[src/sv/prime_snapped_delay_calculator_top_assert.svh]
// assertion macros for the prime-snapped delay calculator
// expects clk and rst in the scope of the module that uses them
`ifndef PRIME_SNAPPED_DELAY_CALCULATOR_TOP_ASSERT_SVH
`define PRIME_SNAPPED_DELAY_CALCULATOR_TOP_ASSERT_SVH

// same-cycle implication
`define PSD_ASSERT_NOW(label, ante, cons, msg) \
  label: assert property (@(posedge clk) disable iff (rst) (ante) |-> (cons)) \
    else $error(msg);

// next-cycle implication
`define PSD_ASSERT_NEXT(label, ante, cons, msg) \
  label: assert property (@(posedge clk) disable iff (rst) (ante) |=> (cons)) \
    else $error(msg);

`endif

[src/sv/psd_pkg.sv]
// shared widths, register indexes and remainder unit request/response types
// no dependencies
`default_nettype none

package psd_pkg;

  localparam int VW        = 12;              // delay value width
  localparam int IW        = 32;              // iteration width
  localparam int CW        = VW + 1;          // candidate width, candidate + 1 may reach 2^VW
  localparam int PW        = IW + VW;         // exact product width
  localparam int MOD_CNT_W = $clog2(PW + 1);

  localparam int IDX_W = 2;
  localparam logic [IDX_W-1:0] REG_MIN_DELAY = 2'd0;
  localparam logic [IDX_W-1:0] REG_MAX_DELAY = 2'd1;

  typedef struct packed {
    logic                 start;
    logic [PW-1:0]        dividend;  // left aligned, msb first
    logic [MOD_CNT_W-1:0] nbits;
    logic [CW-1:0]        divisor;
  } mod_req_t;

  typedef struct packed {
    logic          done;
    logic [CW-1:0] rem;
  } mod_rsp_t;

endpackage

`default_nettype wire

[src/sv/psd_mod_unit.sv]
// bit-serial restoring remainder unit, one dividend bit per cycle
// depends on psd_pkg
`default_nettype none

module psd_mod_unit import psd_pkg::*; (
  input  wire logic     clk,
  input  wire logic     rst,
  input  wire mod_req_t req,
  output mod_rsp_t      rsp
);

  logic                 busy;
  logic                 done;
  logic [MOD_CNT_W-1:0] cnt;
  logic [PW-1:0]        sh;
  logic [CW-1:0]        rem;
  logic [CW-1:0]        div;
  logic [CW:0]          trial;
  logic [CW:0]          diff;
  logic [CW-1:0]        rem_next;

  always_comb begin
    trial    = {rem, sh[PW-1]};
    diff     = trial - {1'b0, div};
    rem_next = (trial >= {1'b0, div}) ? diff[CW-1:0] : trial[CW-1:0];
  end

  always_ff @(posedge clk) begin
    if (rst) begin
      busy <= 1'b0;
      done <= 1'b0;
      cnt  <= '0;
    end else begin
      done <= 1'b0;
      if (req.start) begin
        sh   <= req.dividend;
        cnt  <= req.nbits;
        rem  <= '0;
        div  <= req.divisor;
        busy <= 1'b1;
      end else if (busy) begin
        sh  <= sh << 1;
        rem <= rem_next;
        cnt <= cnt - 1'b1;
        if (cnt == MOD_CNT_W'(1)) begin
          busy <= 1'b0;
          done <= 1'b1;
        end
      end
    end
  end

  assign rsp.done = done;
  assign rsp.rem  = rem;

endmodule

`default_nettype wire

[src/sv/prime_snapped_delay_calculator_top.sv]
// flow: when min_delay >= max_delay the item takes min_delay as its delay; otherwise the
//   remainder of iteration * min_delay by the span is added to min_delay, and candidates are
//   tested: even ones above 3 are rejected at once, odd ones by trial division by 3, then by
//   6k-1/6k+1 pairs (5, 7, 11, 13, ...) until a divisor hits or its square passes the candidate
// throughput: one item at a time, set by the single serial remainder unit
// reset: control cleared, min_delay = 3, max_delay = 11, no item pending
`default_nettype none

module prime_snapped_delay_calculator_top import psd_pkg::*; (
  input  wire logic             clk,
  input  wire logic             rst,
  input  wire logic             wr_en,
  input  wire logic [IDX_W-1:0] wr_index,
  input  wire logic [VW-1:0]    wr_data,
  input  wire logic             in_valid,
  output logic                  in_stall,
  input  wire logic [IW-1:0]    iteration,
  output logic                  out_valid,
  input  wire logic             out_stall,
  output logic [VW-1:0]         delay
);

  `include "prime_snapped_delay_calculator_top_assert.svh"

  localparam logic [3:0] S_IDLE     = 4'd0;
  localparam logic [3:0] S_OFS      = 4'd1;
  localparam logic [3:0] S_OFS_WAIT = 4'd2;
  localparam logic [3:0] S_T_START  = 4'd3;
  localparam logic [3:0] S_T_W3     = 4'd4;
  localparam logic [3:0] S_T_LOOP   = 4'd5;
  localparam logic [3:0] S_T_WA     = 4'd6;
  localparam logic [3:0] S_T_WB     = 4'd7;
  localparam logic [3:0] S_FINISH   = 4'd8;

  localparam logic [1:0] M_BASE  = 2'd0;
  localparam logic [1:0] M_ABOVE = 2'd1;
  localparam logic [1:0] M_BELOW = 2'd2;

  logic [3:0]      state;
  logic [1:0]      mode;
  logic [VW-1:0]   min_delay;
  logic [VW-1:0]   max_delay;
  logic [PW-1:0]   product;
  logic [VW-1:0]   span;
  logic [CW-1:0]   cand;
  logic [CW-1:0]   dv;
  logic [VW-1:0]   result;
  logic [2*CW-1:0] dv_sq;
  logic [CW-1:0]   cand_inc;
  logic [CW-1:0]   hi_ext;
  logic [PW-1:0]   cand_div;
  logic            verdict;
  logic            cand_prime;
  mod_req_t        mreq;
  mod_rsp_t        mrsp;

  psd_mod_unit u_mod (
    .clk (clk),
    .rst (rst),
    .req (mreq),
    .rsp (mrsp)
  );

  assign in_stall = (state != S_IDLE);
  assign dv_sq    = (2*CW)'(dv) * (2*CW)'(dv);
  assign cand_inc = cand + 1'b1;
  assign hi_ext   = CW'(max_delay);
  assign cand_div = {cand, {(PW-CW){1'b0}}};

  // trial division verdict and remainder requests
  always_comb begin
    verdict       = 1'b0;
    cand_prime    = 1'b0;
    mreq.start    = 1'b0;
    mreq.dividend = cand_div;
    mreq.nbits    = MOD_CNT_W'(CW);
    mreq.divisor  = dv;
    case (state)
      S_OFS: begin
        mreq.start    = 1'b1;
        mreq.dividend = product;
        mreq.nbits    = MOD_CNT_W'(PW);
        mreq.divisor  = CW'(span);
      end
      S_T_START: begin
        if (cand <= CW'(1)) begin
          verdict = 1'b1;
        end else if (cand <= CW'(3)) begin
          verdict    = 1'b1;
          cand_prime = 1'b1;
        end else if (!cand[0]) begin
          verdict = 1'b1;
        end else begin
          mreq.start   = 1'b1;
          mreq.divisor = CW'(3);
        end
      end
      S_T_W3: verdict = mrsp.done && (mrsp.rem == '0);
      S_T_LOOP: begin
        if (dv_sq > (2*CW)'(cand)) begin
          verdict    = 1'b1;
          cand_prime = 1'b1;
        end else begin
          mreq.start = 1'b1;
        end
      end
      S_T_WA: begin
        verdict      = mrsp.done && (mrsp.rem == '0);
        mreq.start   = mrsp.done && (mrsp.rem != '0);
        mreq.divisor = dv + CW'(2);
      end
      S_T_WB: verdict = mrsp.done && (mrsp.rem == '0);
      default: ;
    endcase
  end

  always_ff @(posedge clk) begin
    if (rst) begin
      state     <= S_IDLE;
      mode      <= M_BASE;
      min_delay <= VW'(3);
      max_delay <= VW'(11);
      out_valid <= 1'b0;
    end else begin
      if (wr_en) begin
        if (wr_index == REG_MIN_DELAY) begin
          min_delay <= wr_data;
        end else if (wr_index == REG_MAX_DELAY) begin
          max_delay <= wr_data;
        end
      end
      // a finishing item reloads the output itself
      if (out_valid && !out_stall && (state != S_FINISH)) begin
        out_valid <= 1'b0;
      end

      if (verdict) begin
        if (cand_prime) begin
          result <= cand[VW-1:0];
          state  <= S_FINISH;
        end else if (mode == M_BELOW) begin
          cand  <= cand - 1'b1;
          state <= S_T_START;
        end else if (cand_inc > hi_ext) begin
          // next candidate would pass the maximum, search downward instead
          mode <= M_BELOW;
          if (max_delay <= VW'(2)) begin
            result <= VW'(2);
            state  <= S_FINISH;
          end else begin
            cand  <= hi_ext - 1'b1;
            state <= S_T_START;
          end
        end else begin
          cand  <= cand_inc;
          mode  <= M_ABOVE;
          state <= S_T_START;
        end
      end else begin
        case (state)
          S_IDLE: begin
            if (in_valid) begin
              if (min_delay >= max_delay) begin
                result <= min_delay;
                state  <= S_FINISH;
              end else begin
                product <= PW'(iteration) * PW'(min_delay);
                span    <= max_delay - min_delay;
                state   <= S_OFS;
              end
            end
          end
          S_OFS: state <= S_OFS_WAIT;
          S_OFS_WAIT: begin
            if (mrsp.done) begin
              cand  <= CW'(min_delay) + mrsp.rem;
              mode  <= M_BASE;
              state <= S_T_START;
            end
          end
          S_T_START: state <= S_T_W3;
          S_T_W3: begin
            if (mrsp.done) begin
              dv    <= CW'(5);
              state <= S_T_LOOP;
            end
          end
          S_T_LOOP: state <= S_T_WA;
          S_T_WA: begin
            if (mrsp.done) begin
              state <= S_T_WB;
            end
          end
          S_T_WB: begin
            if (mrsp.done) begin
              dv    <= dv + CW'(6);
              state <= S_T_LOOP;
            end
          end
          S_FINISH: begin
            if (!out_valid || !out_stall) begin
              out_valid <= 1'b1;
              delay     <= result;
              state     <= S_IDLE;
            end
          end
          default: state <= S_IDLE;
        endcase
      end
    end
  end

  `PSD_ASSERT_NEXT(a_finish_loads, (state == S_FINISH) && (!out_valid || !out_stall),
    out_valid && (state == S_IDLE), "finished item not moved to output")
  `PSD_ASSERT_NOW(a_delay_bound, out_valid && (min_delay < max_delay),
    (delay <= max_delay) || (delay == VW'(2)), "delay above maximum")
  `PSD_ASSERT_NOW(a_done_expected, mrsp.done,
    (state == S_OFS_WAIT) || (state == S_T_W3) || (state == S_T_WA) || (state == S_T_WB),
    "remainder returned with no request pending")
  `PSD_ASSERT_NOW(a_below_floor, (mode == M_BELOW) && (state == S_T_START), cand >= CW'(2),
    "downward search passed below two")

endmodule

`default_nettype wire
[config.mk]
export PLATFORM = sky130hd
export DESIGN_NAME = prime_snapped_delay_calculator_top
export DESIGN_NICKNAME = d
export VERILOG_FILES = /design/src/sv/psd_pkg.sv /design/src/sv/psd_mod_unit.sv /design/src/sv/prime_snapped_delay_calculator_top.sv
export VERILOG_INCLUDE_DIRS = /design/src /design/src/sv
export SDC_FILE = /design/constraint.sdc
export NUM_CORES = 2
export LEC_CHECK = 0
export ABC_AREA = 0
export ABC_CLOCK_PERIOD_IN_PS = 13900
export BUFFER_PORTS_ARGS = -buffer_cell sky130_fd_sc_hd__buf_2
export CORE_MARGIN = 3
export CORE_UTILIZATION = 50
export DETAILED_ROUTE_END_ITERATION = 16
export PLACE_DENSITY = 0.78
export SETUP_SLACK_MARGIN = 0.1
export SLEW_MARGIN = 20
export SYNTH_ARGS = -nofsm -noshare
export SYNTH_HDL_FRONTEND = slang
export SYNTH_SLANG_ARGS = --single-unit
[constraint.sdc]
create_clock -name clk -period 13.9 [get_ports clk]
set_input_delay 0.695 -clock clk [delete_from_list [all_inputs] [get_ports clk]]
set_output_delay 0.695 -clock clk [all_outputs]
set_load 0.1 [all_outputs]
==> results.md <==
- For the worst setup path, the data arrival time is 8.95 ns.
- At the end of the flow, the number of nets in the layout was 3690.
- The endpoint class of the critical path is a flop.
- The distinct cell type count after synthesis is 88.
- Entering global routing, the biggest net connects 58 pins.
- In the final routed layout, each cell accounts on average for 17.8 um.
- Setup violations remaining at the end of the flow were counted as 0.
- The final critical path takes up 63.2% of the cycle.
- In this run, post-CTS hold repair placed 0 buffers.
- The number of antenna violations at the first check in global routing is 8.
- The worst path meets setup with 5.12 ns of slack.
- The share of total power consumed by net switching is 37.7%.
- The number of max-slew violations in the final report is 0.
- The first global-routing pass estimated 111 mm of wire.
- The die footprint is 0.0591 sq mm.
- The cell area after synthesis is 0.0281 sq mm.
- Summed over all nets, the half-perimeter wirelength after detailed placement is 53.6 mm.
- The initial standard-cell utilization of the core is 50.8%.
- The total of buffers placed on input and output ports is 64.
- The max capacitance violation total is 0.
- The root buffer cell chosen for the clock tree is clkbuf_16.
- The path category of the worst min-delay check is reg -> reg.
- The standard-cell row count is 86.
- Setup repair after global routing left no endpoint under its margin.
- The clock arrives with 0.0108 ns of skew.
- Buffers inserted during clock tree synthesis total 24.
- Fill cells in the final layout number 4942.
- In this run the horizontal extent of the chip is 243 um.
- The number of placed instances, taps included, is 3738.
- In the routed layout, each cell is associated on average with a via count of 5.54.
- In the final layout, the share of cells above drive strength 1 is 5.41%.
- The required time of the worst setup path is 14.07 ns.
- Dividing the synthesized area by the synthesized cell count gives 9.22 sq um.
- The total power after layout is 2.81 mW.
- The residual DRC count is 0.
- The first TritonRoute pass finished after 6 iterations.
- Counting both buffers and inverters, the worst setup path holds a total of 7.
- The top-level I/O count is 65.
- The gate family responsible for the most delay along the worst path is adder cells.
- The slowest cell on the critical path is edfxtp_1.
- The instance count of the mapped netlist is 3049.
- The largest fanout of any net on the critical path is 35.
- Routability-driven placement finished with a final weighted congestion of 0.932.
- The actual slew at the worst max-slew pin is 1.04 ns.
- In the post-synthesis netlist, the biggest area contributors are fa_1, edfxtp_1, ha_1.
- The total of warnings raised by yosys is 0.
- The count of flip-flops with a built-in enable after synthesis is 175.
- The predominant post-synthesis flop cell is edfxtp_1.
- The maximum buffer depth of the clock tree is 3.
- The critical path launch point type is a flop.
- The number of clock sinks seen by CTS is 214.
- Measured against its own limit, the worst slew margin works out to 29.1%.
- The design area is 0.0298 sq mm.
- The part of the total power dissipated in the clock network is 22.9%.
- The delay of the slowest cell on the worst path is 0.87 ns.
- The CTS clock-pin slew for the worst setup and hold paths is 0.06 ns.
- The floorplan step defined a core boundary enclosing 0.0553 sq mm.
- Dividing total power by cell area gives a power density of 94.4 mW/mm^2.
- The flow ran to the end, and the final reports show no timing, DRC or antenna violations.
- Global routing used 23.1% of the available tracks.
- The remaining global-route overflow is 0.
- The sequential share of power is 33.8%.
- Once detail routing completed, the nets flagged for antenna violations numbered 0.
- The register bit total from synthesis is 214.
- Across the VDD grid, the largest voltage drop is 0.0000860 V.
- The routed layout has 20963 vias.
- The area overhead of the layout relative to synthesis is 6.04%.
- TritonCTS built the clock tree.
- The filler-free cell count of the finished design is 3786.
- The maximum level of the CTS H-tree is 1.
- The cell accounting for the most synthesized area is fa_1.
- Of the post-synthesis cell area, the dominant cell type holds 28.6%.
- The part of the power in combinational logic is 43.2%.
- The part of the Yosys area used for sequential elements is 21.5%.
- The later pin in the worst-skew pair is clocked with a latency of 0.52 ns.
- The leakage power is 13.2 nW.
- The via count of the first global-routing pass is 21361.
- The y dimension of the die is 243 um.
- Gates resized during post-CTS repair numbered 0.
- The pre-CTS worst setup slack is 5.24 ns.
- The instance area after placement is 0.0290 sq mm.
- The final critical path time including I/O delays and setup is 8.78 ns.
- The total net switching power is 1.06 mW.
- The async set-or-reset flop fraction in the synthesized netlist is 0%.
- Internal power comes to 1.75 mW.
- After clock tree synthesis, the setup repair step added 0 buffers.
- The number of nets produced by synthesis is 3723.
- The number of endpoints with negative hold slack in the final report was 0.
- Adding up every negative setup slack in the final design gives 0 ns.
- The peak clock frequency supported by timing is 114 MHz.
- The total length of routed wires is 67.2 mm.
- For this block, the initial DRC count from the detailed router was 1426.
- By startpoint and endpoint, the worst setup path is classified as reg -> reg.
-- per-layer routing --
layer / vias up / share of wire (%) / GRT usage [%]
met5: - / 0.051 / 0
met4: 6 / 2.3 / 6.22
met3: 107 / 7.6 / 3.58
met2: 747 / 48 / 38.7
met1: 10342 / 42 / 31.4
li1: 9761 / - / -
-- area by class of cell --
class	instances	area [sq um]	share of cell area [%]
clock buffers	29	682	2.29
diodes	4	10.0	0.0336
multi-input cells	2145	19500	65.3
well taps	748	936	3.14
clock inverters	15	136	0.458
flip-flops and latches	214	6040	20.3
repair buffers	86	485	1.63
inverters	545	2050	6.86
-- sequential cells by signal, summed over array words and instances (netlist names) --
signal	flops
product	44
u_mod.sh	44
cand	13
u_mod.div	13
u_mod.rem	13
delay	12
dv	12
max_delay	12
min_delay	12
result	12
span	12
u_mod.cnt	6
state	4
mode	2
out_valid	1
u_mod.busy	1
u_mod.done	1
-- Yosys cell counts (20+ instances only) --
library cell / instances
a21o_1: 41
nand2_1: 450
o21ai_0: 80
edfxtp_1: 175
ha_1: 221
xnor2_1: 94
inv_1: 540
a21oi_1: 111
dfxtp_1: 39
xor2_1: 28
and2_1: 117
nor2_1: 157
a22o_1: 31
mux2i_1: 20
nor3_1: 52
nand3_1: 52
fa_1: 402
clkbuf_1: 128
-- cell families (layout without fill, tap and decap cells) --
kind of cell    Yosys count  count (layout)  share of synthesized area [%]
simple gates            951             951                           15.6
buf+inv                 690             675                           9.36
fa+ha+maj               623             623                           38.5
compound gates          420             420                           10.3
flops                   214             214                           21.5
xor+xnor                122             122                           3.80
mux                      29              29                           1.07
other cells               0               4                              0
-- power by group through the flow --
stage	logic [mW]	registers, mW	clock network (mW)
CTS	1.22	0.950	0.652
global placement	1.18	0.961	0
finish	1.22	0.952	0.646
global route	1.38	0.962	0.679
floorplan	0.950	0.952	0
detailed placement	1.21	0.961	0
-- worst paths after layout --
check / start / end / slack, ns / cells after the start
worst min register to register: result[1] / delay[1] / 0.42 / 0
worst max-delay path: dv[6] / u_mod.sh[30] / 5.12 / 29
worst min-delay path: result[1] / delay[1] / 0.42 / 0
worst max register to register: dv[6] / u_mod.sh[30] / 5.12 / 29
-- cells in the final DEF (no fill, tap or decap), types with 19 or more instances in the layout --
| master | n |
|---|---|
| edfxtp_1 | 175 |
| buf_2 | 64 |
| mux2i_1 | 20 |
| nand3_1 | 52 |
| xnor2_1 | 94 |
| and2_1 | 117 |
| fa_1 | 402 |
| nor3_1 | 51 |
| a211oi_1 | 19 |
| dfxtp_1 | 38 |
| nand4_1 | 19 |
| buf_4 | 22 |
| a22o_1 | 31 |
| a21o_1 | 41 |
| inv_1 | 540 |
| nand2_1 | 450 |
| xor2_1 | 28 |
| clkbuf_16 | 26 |
| a21oi_1 | 109 |
| ha_1 | 221 |
| nor2_1 | 157 |
| o21ai_0 | 80 |
-- through the flow --
step | hold WS, ns | util, %
detailed placement | 0.405 | 52.4
CTS | 0.416 | 53.9
global placement | 0.402 | 52.4
floorplan | 0.400 | -
global route | 0.422 | 53.9
finish | 0.417 | 53.9
Note: power is estimated with default switching activity, not from simulation.
